==> src/sv/mslcg_pkg.sv <==
package mslcg_pkg;

  localparam int unsigned StateW = 31;
  localparam int unsigned MultW  = 15;
  localparam int unsigned BoundW = 16;
  localparam int unsigned SpanW  = BoundW + 1;
  localparam int unsigned ProdW  = StateW + MultW;
  localparam int unsigned ScaleW = StateW + SpanW;

  // 2^31 - 1, the Mersenne prime modulus
  localparam logic [StateW-1:0] LcgModulus = 31'h7FFF_FFFF;
  localparam logic [MultW-1:0]  LcgMult    = 15'd16807;
  localparam logic [StateW-1:0] SeedReset  = 31'd1;

  typedef enum logic [1:0] {
    ST_IDLE,
    ST_FOLD,
    ST_SCALE,
    ST_DIV
  } ctrl_state_e;

  typedef struct packed {
    logic load_in;  // capture bounds, start state multiply
    logic fold;     // reduce product mod 2^31-1 into the state
    logic scale;    // multiply new state by span
    logic finish;   // form result into output register
  } ctrl_cmd_t;

endpackage

==> src/sv/mslcg_ctrl.sv <==
module mslcg_ctrl (
  input  logic               clk_i,
  input  logic               rst_ni,
  input  logic               in_valid_i,
  output logic               in_stall_o,
  output logic               out_valid_o,
  input  logic               out_stall_i,
  output mslcg_pkg::ctrl_cmd_t cmd_o
);
  import mslcg_pkg::*;

  ctrl_state_e state_q, state_d;
  logic        out_valid_q, out_valid_d;
  logic        out_free;

  always_ff @(posedge clk_i or negedge rst_ni) begin
    if (!rst_ni) begin
      state_q     <= ST_IDLE;
      out_valid_q <= 1'b0;
    end else begin
      state_q     <= state_d;
      out_valid_q <= out_valid_d;
    end
  end

  assign out_free = !out_valid_q || !out_stall_i;

  always_comb begin
    state_d     = state_q;
    cmd_o       = '0;
    in_stall_o  = 1'b1;
    out_valid_d = out_valid_q && out_stall_i;
    case (state_q)
      ST_IDLE: begin
        in_stall_o = 1'b0;
        if (in_valid_i) begin
          cmd_o.load_in = 1'b1;
          state_d       = ST_FOLD;
        end
      end
      ST_FOLD: begin
        cmd_o.fold = 1'b1;
        state_d    = ST_SCALE;
      end
      ST_SCALE: begin
        cmd_o.scale = 1'b1;
        state_d     = ST_DIV;
      end
      ST_DIV: begin
        // hold until the output register can take the result
        if (out_free) begin
          cmd_o.finish = 1'b1;
          out_valid_d  = 1'b1;
          state_d      = ST_IDLE;
        end
      end
      default: begin
        state_d = ST_IDLE;
      end
    endcase
  end

  assign out_valid_o = out_valid_q;

endmodule

==> src/sv/mslcg_dp.sv <==
module mslcg_dp (
  input  logic                             clk_i,
  input  logic                             rst_ni,
  input  mslcg_pkg::ctrl_cmd_t             cmd_i,
  input  logic                             cfg_we_i,
  input  logic [mslcg_pkg::StateW-1:0]     cfg_data_i,
  input  logic signed [mslcg_pkg::BoundW-1:0] bound_low_i,
  input  logic signed [mslcg_pkg::BoundW-1:0] bound_high_i,
  output logic signed [mslcg_pkg::BoundW-1:0] drawn_value_o,
  output logic                             bad_range_o
);
  import mslcg_pkg::*;

  logic [StateW-1:0] state_q, state_d;
  logic [ProdW-1:0]  mul_q;
  logic [ScaleW-1:0] scl_q;
  logic [SpanW-1:0]  span_q, span_d;
  logic [BoundW-1:0] lo_q;
  logic              bad_q, bad_d;
  logic [BoundW-1:0] drawn_q, drawn_d;
  logic              flag_q;

  logic [StateW:0]   fold_sum;
  logic [StateW-1:0] fold_res;
  logic [SpanW-1:0]  quo;
  logic [StateW:0]   quo_sum;
  logic [SpanW-1:0]  off;

  // p mod (2^31-1) = hi + lo, then at most one subtract
  assign fold_sum = {1'b0, mul_q[StateW-1:0]} + (StateW+1)'(mul_q[ProdW-1:StateW]);
  assign fold_res = (fold_sum >= {1'b0, LcgModulus}) ?
                    StateW'(fold_sum - {1'b0, LcgModulus}) : fold_sum[StateW-1:0];

  // x / (2^31-1) = q + ((q + l) >= M), with x = q*2^31 + l
  assign quo     = scl_q[ScaleW-1:StateW];
  assign quo_sum = (StateW+1)'(quo) + {1'b0, scl_q[StateW-1:0]};
  assign off     = quo + SpanW'(quo_sum >= {1'b0, LcgModulus});

  assign span_d  = {bound_high_i[BoundW-1], bound_high_i}
                 - {bound_low_i[BoundW-1], bound_low_i} + SpanW'(1);
  assign bad_d   = bound_high_i < bound_low_i;
  assign drawn_d = bad_q ? lo_q : lo_q + off[BoundW-1:0];

  always_comb begin
    state_d = state_q;
    if (cfg_we_i) begin
      state_d = cfg_data_i;
    end else if (cmd_i.fold) begin
      state_d = fold_res;
    end
  end

  always_ff @(posedge clk_i or negedge rst_ni) begin
    if (!rst_ni) begin
      state_q <= SeedReset;
    end else begin
      state_q <= state_d;
    end
  end

  always_ff @(posedge clk_i) begin
    if (cmd_i.load_in) begin
      mul_q  <= ProdW'(state_q) * ProdW'(LcgMult);
      span_q <= span_d;
      lo_q   <= bound_low_i;
      bad_q  <= bad_d;
    end
    if (cmd_i.scale) begin
      scl_q <= ScaleW'(state_q) * ScaleW'(span_q);
    end
    if (cmd_i.finish) begin
      drawn_q <= drawn_d;
      flag_q  <= bad_q;
    end
  end

  assign drawn_value_o = $signed(drawn_q);
  assign bad_range_o   = flag_q;

endmodule

==> src/sv/minimal_standard_lcg_range_core.sv <==
// The multiply into mul_q, fold into the state, scale into scl_q and divide into
// the output register run in turn, the divide waiting while the output is stalled.
// A new request is taken only once the divide step has passed the last one on.
// Reset (rst_ni low, asynchronous): state reloads to seed 1, controller idles,
// output register empties. A seed write reloads the state at once.
module minimal_standard_lcg_range_core (
  input  logic                                clk_i,
  input  logic                                rst_ni,
  // configuration: seed register
  input  logic                                cfg_we_i,
  input  logic [mslcg_pkg::StateW-1:0]        cfg_data_i,
  // request channel
  input  logic                                in_valid_i,
  output logic                                in_stall_o,
  input  logic signed [mslcg_pkg::BoundW-1:0] bound_low_i,
  input  logic signed [mslcg_pkg::BoundW-1:0] bound_high_i,
  // result channel
  output logic                                out_valid_o,
  input  logic                                out_stall_i,
  output logic signed [mslcg_pkg::BoundW-1:0] drawn_value_o,
  output logic                                bad_range_o
);
  import mslcg_pkg::*;

  // Commands from the sequencer: load_in on the accepting edge captures the
  // bounds and the state times 16807; fold reduces that modulo 2^31-1 into the
  // state; scale multiplies the new state by the span; finish divides by
  // 2^31-1 with a shift and one correction and adds the low bound.
  ctrl_cmd_t cmd;

  mslcg_ctrl u_ctrl (
    .clk_i       (clk_i),
    .rst_ni      (rst_ni),
    .in_valid_i  (in_valid_i),
    .in_stall_o  (in_stall_o),
    .out_valid_o (out_valid_o),
    .out_stall_i (out_stall_i),
    .cmd_o       (cmd)
  );

  mslcg_dp u_dp (
    .clk_i         (clk_i),
    .rst_ni        (rst_ni),
    .cmd_i         (cmd),
    .cfg_we_i      (cfg_we_i),
    .cfg_data_i    (cfg_data_i),
    .bound_low_i   (bound_low_i),
    .bound_high_i  (bound_high_i),
    .drawn_value_o (drawn_value_o),
    .bad_range_o   (bad_range_o)
  );

`ifndef SYNTHESIS
  // an accepted request keeps the block busy on the next cycle
  a_busy_after_accept: assert property (@(posedge clk_i) disable iff (!rst_ni)
    (in_valid_i && !in_stall_o) |=> in_stall_o)
    else $error("request accepted while a draw is in flight");

  // finishing a draw always presents a result
  a_finish_shows: assert property (@(posedge clk_i) disable iff (!rst_ni)
    cmd.finish |=> out_valid_o)
    else $error("finished draw not presented");

  // sequencer issues at most one command per cycle
  a_one_cmd: assert property (@(posedge clk_i) disable iff (!rst_ni)
    $onehot0({cmd.load_in, cmd.fold, cmd.scale, cmd.finish}))
    else $error("overlapping datapath commands");
`endif

endmodule

==> config.mk <==
export PLATFORM = sky130hd
export DESIGN_NAME = minimal_standard_lcg_range_core
export DESIGN_NICKNAME = d
export VERILOG_FILES = /design/src/sv/mslcg_pkg.sv /design/src/sv/mslcg_ctrl.sv /design/src/sv/mslcg_dp.sv /design/src/sv/minimal_standard_lcg_range_core.sv
export SDC_FILE = /design/constraint.sdc
export NUM_CORES = 2
export LEC_CHECK = 0
export ABC_AREA = 1
export BUFFER_PORTS_ARGS = -buffer_cell sky130_fd_sc_hd__buf_2
export CAP_MARGIN = 5
export CORE_MARGIN = 4
export CORE_UTILIZATION = 55
export CTS_CLUSTER_SIZE = 14
export DETAILED_ROUTE_END_ITERATION = 10
export PLACE_DENSITY = 0.67
export SLEW_MARGIN = 20
export SYNTH_ARGS = -nofsm -noshare
export SYNTH_HDL_FRONTEND = slang
export SYNTH_SLANG_ARGS = --single-unit
==> constraint.sdc <==
create_clock -name clk_i -period 9 [get_ports clk_i]
set_clock_uncertainty 0.05 [all_clocks]
set_input_delay 1.8 -clock clk_i [delete_from_list [all_inputs] [get_ports clk_i]]
set_output_delay 1.8 -clock clk_i [all_outputs]
set_load 0.01 [all_outputs]
Word level (Yosys, flattened, before mapping). Cells that the tools add are included.

Equality and inequality tests: 5. Reductions and logical operators: 7. Mux-type cells: 16. Add/subtract/negate cells: 7. $mul: 2. Order comparisons: 3.

Operators with widths (number): two-way mux 31 bit (3); >= comparator 32 x 31 -> 1 bit, second input constant (2); multiplier 31 x 17 -> 48 bit (1); multiplier 31 x 15 -> 46 bit, second input constant (1); adder 17 x 31 -> 32 bit (1); adder 31 x 15 -> 32 bit (1); subtractor 31 bit, second input constant (1); adder 17 x 1 -> 17 bit, second input constant (1); subtractor 16 x 16 -> 17 bit (1); adder 16 x 1 -> 16 bit (1); adder 16 bit (1); < comparator 16 bit (1); two-way mux 16 bit (1); two-way mux 1 bit (9); case mux 2 bit (4 select lines) (1); == test 2 bit, second input constant (2); two-way mux 2 bit (2); == test 2 x 1 -> 1 bit, second input constant (1); zero test 1 bit (2); zero test 2 bit (1); != test 2 x 1 -> 1 bit, second input constant (1); != test 2 bit, second input constant (1); AND reduction 2 bit (1); nonzero test 2 bit (1); other kinds (2) (2).

Bits in registers: 179. Bits of input ports: 68. Logic and storage cells: 50. Output and inout port bits: 19.

Logic depth before layout (Yosys ltp).
Depth after elaboration: 5. Gate-level depth with buffers: 35. Mapped depth without buffers: 35.

By module. A second synthesis with hierarchy kept.

Cell total of the unflattened synthesis: 4460. Area total of the unflattened synthesis: 36118.4 um2.

Modules (own cells, without submodules): mslcg_dp (area each 35883.2 um2, seq. area each 5131.2 um2, cells an instance 4430, instances 1); mslcg_ctrl (area each 235.2 um2, seq. area each 75.1 um2, cells an instance 30, instances 1).

Worst setup path before layout. No wires, ideal clock.

Kind: register -> register. Start point: register u_dp.state_q[5]. End point: register u_dp.scl_q[46] (data pin). Required time: 8.685 ns. Buffers on the path: 2. Data arrival time: 6.137 ns. Slack: 2.548 ns. Cell stages (with the launch flop): 27. Period minus slack after synthesis: 6.452 ns. Setup time: 0.265 ns. Path through: dfrtp_1 > clkbuf_1 > clkbuf_1 > nand2_1 > fa_1 > inv_1 > fa_1 > inv_1 > fa_1 > inv_1 > fa_1 > fa_1 > inv_1 > fa_1 > inv_1 > ha_1 > a21oi_1 > inv_1 > a21oi_1 > inv_1 > a21oi_1 > o21ai_0 > a21oi_1 > o21ai_0 > a21boi_0 > o21ai_0 > xor2_1.

Longest elaborated chain between the ends: 1.

RTL lines: start: declaration (line mslcg_dp.sv:14) `logic [StateW-1:0] state_q, state_d;`; start signal: assignment (line mslcg_dp.sv:55) `state_q <= SeedReset;`; start signal: assignment (line mslcg_dp.sv:57) `state_q <= state_d;`; multiplier 31 x 17 -> 48 bit (line mslcg_dp.sv:69) `scl_q <= ScaleW'(state_q) * ScaleW'(span_q);`; end signal: assignment (line mslcg_dp.sv:69); end: declaration (line mslcg_dp.sv:16) `logic [ScaleW-1:0] scl_q;`.

Every way passes these cells. A chain may end at the register's enable or synchronous reset.

Worst setup path after layout.
Start point: register u_dp.state_q[9]. End point: register u_dp.scl_q[46] (data pin).

Same word-level chain as after synthesis.

==> impl_metrics.ini <==
[run_status]
status = completed

[cts]
cts_buffer_depth = 2
postCtsSetupBuffers = 0
cts.sinks = 179
cts_buffers = 17
cts_max_level = 4
path_clk_slew_ps = 80
cts_tree = done
postCtsHoldBufs = 0
cts_resized = 0
clk_latency_ps = 500
cts_root_buffer = clkbuf_16

[timing]
tns_ps = 0
final-max-slew-violation-count = 0
finalHoldViolations = 0
setup_viol = 0
slew_headroom = 0.254
fmaxAchievable_mhz = 140
rsz0062_at_grt = no
worst-slew-pin-transition_ps = 1120
whs_ps = 502
min_period_ps = 7170
min_period_over_period = 0.796

[setup_path]
crit_start = u_dp.state_q[9]
worst_path_most_repeated_cell = fa_1
crit_type = register to register
path_cells = nand2_1, fa_1, fa_1, fa_1, inv_1, fa_1, fa_1, inv_1, fa_1, inv_1, ha_1, a21oi_1, o21ai_0, a21oi_1, o21ai_0, a21oi_1, o21ai_0, a21boi_0, o21ai_0, xor2_1
crit_path_max_incr_delay_ps = 1030
start_kind = register
cp_max_fo = 23
critPathRequiredTime_ps = 9190
r2r-start = u_dp.state_q[9]
end_kind = register
worstPathArrival_ps = 7350
slowest_stage = dfrtp_1

[floorplanning]
initial_core_util = 0.559
io_pins = 87
coreArea_um2 = 64900
die_y_um = 265
die_area_um2 = 70200
rows = 93
dieWidth_um = 265

[global_routing]
grt_max_degree = 81
globalRouteTotalUtil = 0.292
grt_pass1_wl_um = 161000
antenna_found_initial = 0
overflow = 0
grt_pass1_vias = 29600

[synthesis]
syn-num-nets = 5574
async_reset_ff_frac = 0.190
yosysUniqueCellTypes = 56
ys_ff_latch = 179
synth_flop_cell = edfxtp_1
ys_seq_area_frac = 0.143
ys_warn_count = 0
synth_cells = 4532
synth_area_um2 = 36300
postSynthAreaPerCell_um2 = 8.01
synth-edff-count = 145

[final_layout]
area_growth_pct = 5.49
final_nets = 5604
antennaDiodeCount = 0
drive_gt1_frac = 0.0450

[placed_design]
gp_congestion = 0.997
io_buffers = 86
dp.final_hpwl_um = 81600

[detailed_routing]
ant_nets = 0
drt_first_pass_iters = 5
drt-initial-drc-count = 2582
wl_per_cell_um = 18.3
vias_per_cell = 5.39
route.detailed.drc = 0
num_vias = 29300
wl_um = 99300

[run]
max_cap_violations = 0

[hold_path]
hp-start = u_dp.state_q[28]
min_path_type = register to register
[critical path: cells and delay by family (launching register included)]
family / cells / cell delay [ps]
flip-flops: 1 / 1030
buffers and inverters: 3 / 140
AO/OA/AOI/OAI: 8 / 1830
XOR/XNOR: 1 / 160
AND/OR/NAND/NOR: 1 / 190
adder cells (fa/ha/maj): 7 / 3470
[logic make-up after synthesis]
| kind of cell | share of synthesized area |
|---|---|
| simple gates | 0.165 |
| xor+xnor | 0.0288 |
| compound gates | 0.0681 |
| fa+ha+maj | 0.455 |
| flops | 0.143 |
| buf+inv | 0.140 |
[state kept, by name, summed over array words and instances, names as in the netlist]
name and count:
u_dp.scl_q 48, u_dp.bad_q 1, u_dp.lo_q 16, u_dp.bad_range_o 1, u_dp.span_q 17, u_dp.state_q 31, u_dp.mul_q 46, u_ctrl.out_valid_o 1
u_dp.drawn_value_o 16, u_ctrl.state_q 2
[cells in the mapped netlist, types with 3 or more instances]
cell | instances | area share
a22oi_1 | 27 | 0.0056
a21o_1 | 9 | 0.0019
nor3_1 | 37 | 0.0051
o31ai_1 | 7 | 0.0014
nor2_1 | 205 | 0.021
fa_1 | 579 | 0.32
o2111ai_1 | 3 | 0.00072
or2_2 | 5 | 0.00086
nand2_1 | 1045 | 0.11
edfxtp_1 | 145 | 0.12
a221oi_1 | 4 | 0.00096
xor2_1 | 76 | 0.018
a211oi_1 | 3 | 0.00062
inv_2 | 8 | 0.00083
dfrtp_1 | 33 | 0.023
a21oi_1 | 177 | 0.024
ha_1 | 395 | 0.14
o21bai_1 | 11 | 0.0023
o211ai_1 | 10 | 0.0021
clkbuf_1 | 105 | 0.011
nand3b_1 | 13 | 0.0027
xnor2_1 | 38 | 0.0092
a31oi_1 | 26 | 0.0045
inv_1 | 1212 | 0.13
nor4_1 | 4 | 0.00069
nand2_2 | 4 | 0.00069
a21boi_0 | 9 | 0.0019
o21ai_1 | 23 | 0.0032
nand4_1 | 38 | 0.0065
o21a_1 | 8 | 0.0017
o21ai_0 | 104 | 0.014
nand3_1 | 119 | 0.016
buf_1 | 19 | 0.0020
[cell type report]
type                       count  area (um2)
sequential                   179        5210
tap                          855        1070
inverter                    1221        4580
multi-input combinational   3005       26100
timing repair buffer         138         821
clock inverter                14         136
clock buffer                  18         439
fill                        5998       26600
[per-layer routing]
| metal | vias to the layer above | GRT usage | part of all wire |
|---|---|---|---|
| met5 | - | 0 | 0 |
| met4 | 0 | 0.0850 | 0.028 |
| met3 | 144 | 0.0462 | 0.075 |
| met2 | 1022 | 0.461 | 0.45 |
| met1 | 14400 | 0.422 | 0.44 |
| li1 | 13700 | - | - |
[stage by stage]
step	utilization	instance area, um2	instances	worst slack, ps
after global placement	0.581	37700	5398	2050
after floorplan	-	36300	4532	2550
final	0.590	38300	5430	1830
after CTS	0.590	38300	5430	1890
after global routing	0.590	38300	5430	1430
after detailed placement	0.581	37700	5398	1920
[worst paths after layout]
kind	slack (ps)	end	depth (start not counted)
setup reg to reg	1830	u_dp.scl_q[46]	20
min in group asynchronous	1410	u_dp.state_q[26]	1
hold reg to reg	500	u_dp.state_q[28]	2
hold / removal	500	u_dp.state_q[28]	2
max in group asynchronous	6820	u_ctrl.state_q[0]	1
setup / recovery	1830	u_dp.scl_q[46]	20
[cell usage in the layout (no fill, tap or decap), types with 7 or more instances in the layout]
master	netlist	final
a21o_1	9	9
edfxtp_1	145	145
xor2_1	76	76
dfrtp_1	33	33
a22oi_1	27	27
inv_2	8	8
xnor2_1	38	38
buf_2	1	86
nor3_1	37	37
inv_1	1212	1211
a21boi_0	9	9
o21a_1	8	8
nand2_1	1045	1045
clkbuf_16	0	17
a31oi_1	26	26
o21bai_1	11	11
ha_1	395	394
fa_1	579	579
a21oi_1	177	176
o21ai_0	104	104
buf_4	2	52
nand3_1	119	119
nor2_1	205	204
o21ai_1	23	23
o211ai_1	10	10
nand3b_1	13	13
o31ai_1	7	7
nand4_1	38	38
Power is left out: the tool's default activity adds up to more than one toggle a clock period on the data nets, which glitch-free logic cannot reach.
